===== src/stq_pkg.sv =====
// Shared types, codes and defaults for the sorted timer queue.
package stq_pkg;

	// Default sizing
	localparam int DEPTH_DEF      = 16;
	localparam int EVENT_BITS_DEF = 8;
	localparam int TIME_BITS_DEF  = 32;

	// Fixed field widths of the stream payloads
	localparam int KIND_W   = 2;
	localparam int EV_W     = 8;
	localparam int DUR_W    = 30;
	localparam int RM_W     = 5;
	localparam int S_DATA_W = 40;
	localparam int M_DATA_W = 16;

	// Input item kinds
	localparam logic [KIND_W-1:0] KIND_TICK  = 2'd0;
	localparam logic [KIND_W-1:0] KIND_START = 2'd1;
	localparam logic [KIND_W-1:0] KIND_STOP  = 2'd2;

	// Result kinds
	localparam logic [KIND_W-1:0] RES_EXPIRED  = 2'd0;
	localparam logic [KIND_W-1:0] RES_ACCEPTED = 2'd1;
	localparam logic [KIND_W-1:0] RES_FULL     = 2'd2;
	localparam logic [KIND_W-1:0] RES_STOPPED  = 2'd3;

	// Sequencer states
	typedef enum logic [2:0] {
		ST_IDLE,
		ST_START,
		ST_SCAN,
		ST_EXPIRE,
		ST_PACK,
		ST_STOP_EMIT
	} stq_state_t;

endpackage


===== src/stq_ram.sv =====
// Generic simple dual-port RAM: one write port, one registered read port.
module stq_ram
	import stq_pkg::*;
#(
	parameter int WIDTH = 40,
	parameter int DEPTH = 16,
	localparam int AW   = (DEPTH > 1) ? $clog2(DEPTH) : 1
) (
	input  logic             clk,
	input  logic             we,
	input  logic [AW-1:0]    waddr,
	input  logic [WIDTH-1:0] wdata,
	input  logic             re,
	input  logic [AW-1:0]    raddr,
	output logic [WIDTH-1:0] rdata
);

	logic [WIDTH-1:0] mem_q [DEPTH];

	// Write port
	always_ff @(posedge clk) begin
		if (we) begin
			mem_q[waddr] <= wdata;
		end
	end

	// Registered read port
	always_ff @(posedge clk) begin
		if (re) begin
			rdata <= mem_q[raddr];
		end
	end

endmodule


===== src/sorted_timer_queue.sv =====
// Sorted timer queue: top level with sequencer, scan unit and result register.
//
//  channel  | dir | beat contents
//  ---------+-----+-------------------------------------------------------------
//  s_axis   | in  | tuser kind; tdata event_id, duration
//  m_axis   | out | tuser result_kind; tdata expired_event, removed_count; tlast
//
// Start stores one entry unless the store is full. Stop removes matching entries in one compacting pass.
// A tick makes one pass per expired entry plus one more; every pass walks the entry RAM
// through its single read port into one subtract and compare unit.
// A full result register stalls the sequencer; s_axis_tready is high only when idle.
// Reset clears the time counter and the entry count; the entry RAM needs no clearing.
module sorted_timer_queue
	import stq_pkg::*;
#(
	parameter int DEPTH      = DEPTH_DEF,
	parameter int EVENT_BITS = EVENT_BITS_DEF,
	parameter int TIME_BITS  = TIME_BITS_DEF
) (
	input  logic                clk,
	input  logic                arst_n,
	input  logic                s_axis_tvalid,
	output logic                s_axis_tready,
	input  logic [S_DATA_W-1:0] s_axis_tdata,  // [7:0] event_id, [37:8] duration, [39:38] zero
	input  logic [KIND_W-1:0]   s_axis_tuser,  // [1:0] kind
	output logic                m_axis_tvalid,
	input  logic                m_axis_tready,
	output logic [M_DATA_W-1:0] m_axis_tdata,  // [7:0] expired_event, [12:8] removed_count
	output logic [KIND_W-1:0]   m_axis_tuser,  // [1:0] result_kind
	output logic                m_axis_tlast
);

	localparam int AW      = (DEPTH > 1) ? $clog2(DEPTH) : 1;
	localparam int CW      = $clog2(DEPTH + 1);
	localparam int ENTRY_W = TIME_BITS + EVENT_BITS;
	localparam logic [TIME_BITS-1:0] SIGN = {1'b1, {(TIME_BITS-1){1'b0}}};

	stq_state_t state_q, state_d;

	// Control registers
	logic [TIME_BITS-1:0] now_q;
	logic [CW-1:0]        count_q;
	logic [CW-1:0]        rd_q;
	logic [CW-1:0]        wr_q;
	logic [CW-1:0]        cnt_q;
	logic [CW-1:0]        rm_q;
	logic                 stop_mode_q;
	logic                 best_vld_q;
	logic [DEPTH-1:0]     removed_q;
	logic                 vld_s1;
	logic                 m_valid_q;

	// Payload registers
	logic [EVENT_BITS-1:0] ev_q;
	logic [DUR_W-1:0]      dur_q;
	logic [TIME_BITS-1:0]  best_key_q;
	logic [AW-1:0]         best_idx_q;
	logic [EVENT_BITS-1:0] best_ev_q;
	logic [AW-1:0]         idx_s1;
	logic [KIND_W-1:0]     out_kind_q;
	logic [EV_W-1:0]       out_ev_q;
	logic [RM_W-1:0]       out_rm_q;
	logic                  out_last_q;

	// RAM ports
	logic               ram_we;
	logic [AW-1:0]      ram_waddr;
	logic [ENTRY_W-1:0] ram_wdata;
	logic               issue_rd;
	logic [ENTRY_W-1:0] ram_rdata;

	// Emit request
	logic              emit;
	logic [KIND_W-1:0] emit_kind;
	logic [EV_W-1:0]   emit_ev;
	logic [RM_W-1:0]   emit_rm;
	logic              emit_last;

	logic s_fire, out_free, pass_end, full;

	// Scan unit signals
	logic [TIME_BITS-1:0]  due_s1, diff_s1, key_s1;
	logic [EVENT_BITS-1:0] ev_s1;
	logic                  hit_s1, drop_s1;

	assign s_fire   = s_axis_tvalid && s_axis_tready;
	assign out_free = !m_valid_q || m_axis_tready;
	assign pass_end = (rd_q == count_q) && !vld_s1;
	assign full     = (count_q == CW'(DEPTH));

	// Entry RAM
	stq_ram #(
		.WIDTH (ENTRY_W),
		.DEPTH (DEPTH)
	) u_ram (
		.clk   (clk),
		.we    (ram_we),
		.waddr (ram_waddr),
		.wdata (ram_wdata),
		.re    (issue_rd),
		.raddr (rd_q[AW-1:0]),
		.rdata (ram_rdata)
	);

	// Shared subtract and compare on the entry just read
	always_comb begin
		due_s1  = ram_rdata[TIME_BITS-1:0];
		ev_s1   = ram_rdata[ENTRY_W-1 -: EVENT_BITS];
		diff_s1 = due_s1 - now_q;
		key_s1  = diff_s1 ^ SIGN;
		hit_s1  = ((diff_s1 == '0) || diff_s1[TIME_BITS-1]) && !removed_q[idx_s1];
		drop_s1 = stop_mode_q ? (ev_s1 == ev_q) : removed_q[idx_s1];
	end

	// Next state
	always_comb begin
		state_d = state_q;
		case (state_q)
			ST_IDLE: begin
				if (s_fire) begin
					case (s_axis_tuser)
						KIND_TICK:  state_d = ST_SCAN;
						KIND_START: state_d = ST_START;
						KIND_STOP:  state_d = ST_PACK;
						default:    state_d = ST_IDLE;
					endcase
				end
			end
			ST_START: begin
				if (out_free) state_d = ST_IDLE;
			end
			ST_SCAN: begin
				if (pass_end) state_d = ST_EXPIRE;
			end
			ST_EXPIRE: begin
				if (cnt_q == '0) begin
					state_d = ST_IDLE;
				end else if (out_free) begin
					state_d = (cnt_q == CW'(1)) ? ST_PACK : ST_SCAN;
				end
			end
			ST_PACK: begin
				if (pass_end) state_d = stop_mode_q ? ST_STOP_EMIT : ST_IDLE;
			end
			ST_STOP_EMIT: begin
				if (out_free) state_d = ST_IDLE;
			end
			default: state_d = ST_IDLE;
		endcase
	end

	// Sequencer outputs
	always_comb begin
		s_axis_tready = (state_q == ST_IDLE);
		issue_rd      = ((state_q == ST_SCAN) || (state_q == ST_PACK)) && (rd_q < count_q);
		ram_we        = 1'b0;
		ram_waddr     = wr_q[AW-1:0];
		ram_wdata     = ram_rdata;
		emit          = 1'b0;
		emit_kind     = RES_EXPIRED;
		emit_ev       = EV_W'(ev_q);
		emit_rm       = '0;
		emit_last     = 1'b1;
		case (state_q)
			ST_START: begin
				emit      = out_free;
				emit_kind = full ? RES_FULL : RES_ACCEPTED;
				ram_we    = out_free && !full;
				ram_waddr = count_q[AW-1:0];
				ram_wdata = {ev_q, now_q + TIME_BITS'(dur_q)};
			end
			ST_EXPIRE: begin
				emit      = out_free && (cnt_q != '0);
				emit_kind = RES_EXPIRED;
				emit_ev   = EV_W'(best_ev_q);
				emit_last = (cnt_q == CW'(1));
			end
			ST_PACK: begin
				ram_we = vld_s1 && !drop_s1;
			end
			ST_STOP_EMIT: begin
				emit      = out_free;
				emit_kind = RES_STOPPED;
				emit_rm   = RM_W'(rm_q);
			end
			default: ;
		endcase
	end

	// State and control registers
	always_ff @(posedge clk or negedge arst_n) begin
		if (!arst_n) begin
			state_q     <= ST_IDLE;
			now_q       <= '0;
			count_q     <= '0;
			rd_q        <= '0;
			wr_q        <= '0;
			cnt_q       <= '0;
			rm_q        <= '0;
			stop_mode_q <= 1'b0;
			best_vld_q  <= 1'b0;
			removed_q   <= '0;
			vld_s1      <= 1'b0;
			m_valid_q   <= 1'b0;
		end else begin
			state_q <= state_d;
			vld_s1  <= issue_rd;
			if (issue_rd) rd_q <= rd_q + CW'(1);

			// Result register handshake
			if (emit) begin
				m_valid_q <= 1'b1;
			end else if (m_axis_tready) begin
				m_valid_q <= 1'b0;
			end

			case (state_q)
				ST_IDLE: begin
					if (s_fire) begin
						stop_mode_q <= (s_axis_tuser == KIND_STOP);
						rd_q        <= '0;
						wr_q        <= '0;
						cnt_q       <= '0;
						rm_q        <= '0;
						best_vld_q  <= 1'b0;
						if (s_axis_tuser == KIND_TICK) now_q <= now_q + TIME_BITS'(1);
					end
				end
				ST_START: begin
					if (ram_we) count_q <= count_q + CW'(1);
				end
				ST_SCAN: begin
					if (vld_s1 && hit_s1) begin
						cnt_q <= cnt_q + CW'(1);
						if (!best_vld_q || (key_s1 < best_key_q)) best_vld_q <= 1'b1;
					end
				end
				ST_EXPIRE: begin
					if (emit) begin
						removed_q[best_idx_q] <= 1'b1;
						rd_q       <= '0;
						cnt_q      <= '0;
						best_vld_q <= 1'b0;
					end
				end
				ST_PACK: begin
					if (vld_s1) begin
						if (drop_s1) begin
							rm_q <= rm_q + CW'(1);
						end else begin
							wr_q <= wr_q + CW'(1);
						end
					end
					if (pass_end) begin
						count_q   <= wr_q;
						removed_q <= '0;
					end
				end
				default: ;
			endcase
		end
	end

	// Payload registers
	always_ff @(posedge clk) begin
		idx_s1 <= rd_q[AW-1:0];
		if (s_fire) begin
			ev_q  <= EVENT_BITS'(s_axis_tdata[EV_W-1:0]);
			dur_q <= s_axis_tdata[EV_W +: DUR_W];
		end
		if ((state_q == ST_SCAN) && vld_s1 && hit_s1 &&
		    (!best_vld_q || (key_s1 < best_key_q))) begin
			best_key_q <= key_s1;
			best_idx_q <= idx_s1;
			best_ev_q  <= ev_s1;
		end
		if (emit) begin
			out_kind_q <= emit_kind;
			out_ev_q   <= emit_ev;
			out_rm_q   <= emit_rm;
			out_last_q <= emit_last;
		end
	end

	assign m_axis_tvalid = m_valid_q;
	assign m_axis_tuser  = out_kind_q;
	assign m_axis_tlast  = out_last_q;
	assign m_axis_tdata  = {{(M_DATA_W-EV_W-RM_W){1'b0}}, out_rm_q, out_ev_q};

`ifndef SYNTHESIS
	// Store never holds more than its depth
	a_count_bound: assert property (@(posedge clk) disable iff (!arst_n)
		count_q <= CW'(DEPTH))
		else $error("entry count above depth");

	// A new result is only loaded when the register is free
	a_emit_free: assert property (@(posedge clk) disable iff (!arst_n)
		emit |-> out_free)
		else $error("result overwritten while waiting");

	// Compaction never writes ahead of the entry being read
	a_pack_order: assert property (@(posedge clk) disable iff (!arst_n)
		(state_q == ST_PACK && vld_s1) |-> (wr_q <= CW'(idx_s1)))
		else $error("compaction write overtook read");

	// Removal marks are all cleared once the block is idle
	a_marks_clear: assert property (@(posedge clk) disable iff (!arst_n)
		(state_q == ST_IDLE) |-> (removed_q == '0))
		else $error("removal marks left behind");
`endif

endmodule


===== config.mk =====
export PLATFORM = sky130hd
export DESIGN_NAME = sorted_timer_queue
export DESIGN_NICKNAME = d
export VERILOG_FILES = /design/src/stq_pkg.sv /design/src/stq_ram.sv /design/src/sorted_timer_queue.sv
export SDC_FILE = /design/constraint.sdc
export NUM_CORES = 1
export LEC_CHECK = 0
export BUFFER_PORTS_ARGS = -buffer_cell sky130_fd_sc_hd__buf_4
export CORE_MARGIN = 2
export CORE_UTILIZATION = 50
export CTS_CLUSTER_DIAMETER = 120
export DETAILED_ROUTE_END_ITERATION = 7
export GPL_ROUTABILITY_DRIVEN = 0
export HOLD_SLACK_MARGIN = 0.05
export PLACE_DENSITY = 0.66
export SETUP_SLACK_MARGIN = 0.05
export SKIP_LAST_GASP = 1
export SYNTH_ARGS = -nofsm -noshare
export SYNTH_HDL_FRONTEND = slang
export SYNTH_SLANG_ARGS = --single-unit
export TNS_END_PERCENT = 10

===== constraint.sdc =====
create_clock -name clk -period 11.1 [get_ports clk]
set_input_delay 2.22 -clock clk [delete_from_list [all_inputs] [get_ports clk]]
set_output_delay 2.22 -clock clk [all_outputs]
set_load 0.1 [all_outputs]

==> results.md <==
- Die width: approximately 280 um
- CTS Buf Count: 89
- Maximum VDD drop: 139 uV
- Number of global-route vias before repair: 21000
- I/O Buffers: 61
- Sum Neg Setup Slack: 0 ns
- Final slew viol count: 0
- Crit path max-delay family: compound AO/OA/AOI/OAI gates
- Vias: 20900
- Crit path max fanout: 25
- Setup repair bufs after CTS: 0
- Most frequent cells in the layout: 778 x edfxtp_1, 200 x mux4_2, 142 x nand2_1
- Die Area: roughly 77000 um^2
- Post-route ant nets: 0
- Ant. Diodes: 0
- Setup CP Type: reg -> reg
- Synth cell types: between 80 and 90
- Max stage delay on crit path: just under 1 ns
- MaxCap Viol Count: 0
- Average size of a mapped cell: 16.5 um^2
- 1st-pass router iterations: 5
- Nets: 2546
- Minimum clock period: between 5 and 6 ns
- Area Growth Syn to Fin: 13.2%
- Root Driver: clkbuf_16
- # rows: 100
- Flops & latches, synth: approximately 860
- Via density per instance: 6.08
- # IOs: 67
- Sw Share: 19.4%
- Clock Power Share: a little under half
- Hold Slack: about 0.44 ns
- CTS clk-pin slew, worst paths: 0.06 ns
- Cell chain of the critical path: ha_1 > fa_1 > nand2b_1 > a211oi_1 > o311ai_1 > a211oi_2 > o311ai_0 > o311a_1 > nor4_1 > nand2_1 > o22ai_2 > o311a_2 > buf_4
- Mapped Cells: 2268
- Number of synthesized flops with an enable pin: just under 800
- Clk_skew: 0.0227 ns
- Int Pwr: 0.00532 W
- Part of the cycle the worst path needs: 52.2%
- Post-Syn Area: 37500 um^2
- Final Hold Viols: 0
- DP Wirelength: roughly 53000 um
- Worst-Skew Late Latency: 0.65 ns
- CTS tree: done
- Core footprint: 74300 um^2
- Hold Path Class: reg -> reg
- Final setup violating endpoints: 0
- Flop pwr share: between 50% and 60%
- Status: finished, final reports clean
- Psw: 0.00128 W
- Ys flop type: edfxtp_1
- WL met3: 5430 um
- Share of layout cells above drive strength 1: 20.6%
- All-Layer GR Usage: 22.7%
- Iteration-0 DRC Markers: about 1900
- Largest net degree at the start of global routing: 75
- WP data arrival: ~6 ns
- Hold_buf cts: 0
- Synth async-reset ratio: under 10%
- Max Buffers Root-to-Sink: 3
- Total gr overflow: 0
- Cts repair resizes: 0
- Initial Util: 50.5%
- CP endpoint kind: flip-flop
- CP bufs+invs: 1
- Pwr dens: 155 nW/um^2
- Sequential share of the synthesized area: 67.8%
- Final WL: 86800 um
- Leakage: between 15 and 20 nW
- Detailed-route DRC error count: 0
- Logic pwr share: 0.4%
- # fillers: 5680
- CP max-delay cell: nor4_1
- Per-cell routed wire length: 25.3 um
- CTS HTree Levels: 3
- Die height: between 200 and 300 um
- DR WL met2: 41600 um
- Fmax: 173 MHz
- Antenna violations before repair: 2
- Commonest non-fill, non-tap cell in the layout: edfxtp_1
- RSZ-0062 raised after global routing: false
- Yosys warns: 0
- Sink Count: 862
- Req. time, crit path: approximately 11 ns
- Slew margin rel.: 7.39%
- Crit path launch type: flip-flop
- Highest Signal Layer: met4
- First-pass GRT wire length: between 100000 and 150000 um
- Slew @ Worst Pin: roughly 1.4 ns
- Met1 Wirelength: ~38000 um
==> through the flow <==
step                util [%]  cell area [um^2]  instances  setup WS, ns  power, W
floorplan                  -             37500       2270          5.48   0.00356
global placement        53.0             39400       3271          5.44   0.00358
detailed placement      53.0             39400       3271          5.42   0.00358
CTS                     57.1             42500       3436          5.37   0.00665
global route            57.1             42500       3436          5.03   0.00677
finish                  57.1             42500       3436          5.30   0.00659
==> cells in the mapped netlist, drive strengths merged (38+ instances only) <==
cell | instances | area (um^2)
o21ai | 98 | 490
xnor2 | 59 | 517
nor2 | 120 | 453
dfrtp | 80 | 2000
clkbuf | 69 | 259
xor2 | 38 | 333
mux4 | 204 | 4610
a21oi | 81 | 405
ha | 105 | 1310
nand3 | 42 | 210
nand2 | 143 | 537
inv | 95 | 357
edfxtp | 778 | 23400
==> kinds of logic after synthesis <==
kind of cell / after synthesis / share of synthesized area, %
flip-flops: 862 / 67.8
multiplexers: 227 / 12.9
AO/OA/AOI/OAI: 334 / 5.68
other: 1 / 0.0100
adder cells (fa/ha/maj): 108 / 3.64
buffers and inverters: 181 / 1.84
AND/OR/NAND/NOR: 458 / 5.78
XOR/XNOR: 97 / 2.27
==> registers in the layout, summed over array words and instances (netlist names), 2 cells and up <==
register,count
u_ram.mem_q,640
removed_q,16
rd_q,5
ev_q,8
rm_q,5
now_q,32
best_key_q,32
state_q,3
idx_s1,4
out_rm_q,5
m_axis_tuser,2
cnt_q,5
u_ram.rdata,40
best_idx_q,4
best_ev_q,8
dur_q,30
count_q,5
wr_q,5
out_ev_q,8
==> routing by layer <==
layer | GRT usage, % | up-vias
met4 | 5.65 | 0
met3 | 3.77 | 128
met5 | 0 | -
met2 | 36.8 | 726
li1 | - | 9226
met1 | 32.4 | 10800
==> path summary, 6_finish.rpt <==
path | start | endpoint | slack (ns) | cells past startpoint
worst max register to register | now_q[0] | best_idx_q[0] | 5.30 | 13
worst min-delay path | idx_s1[2] | best_idx_q[2] | 0.44 | 0
worst max-delay path | now_q[0] | best_idx_q[0] | 5.30 | 13
max in group asynchronous | arst_n | rd_q[0] | 8.44 | 2
min in group asynchronous | arst_n | now_q[2] | 1.51 | 1
worst min register to register | idx_s1[2] | best_idx_q[2] | 0.44 | 0
==> final cells by class <==
type	count	area (um^2)	area share [%]
tap	969	1210	2.85
multi-input combinational	1227	11500	27.1
inverter	96	360	0.849
clock buffer	104	2320	5.47
sequential	862	25500	59.9
timing repair buffer	117	878	2.07
clock inverter	61	717	1.69
==> power by group through the flow <==
stage	registers [W]	logic [W]	clock network (W)
2_1_floorplan	0.00356	0.00000566	0
3_3_place_gp	0.00356	0.0000247	0
3_5_place_dp	0.00356	0.0000252	0
4_1_cts	0.00349	0.0000253	0.00313
5_1_grt	0.00349	0.0000268	0.00326
6_report	0.00349	0.0000248	0.00308
Power figures use the tool's default switching activity.
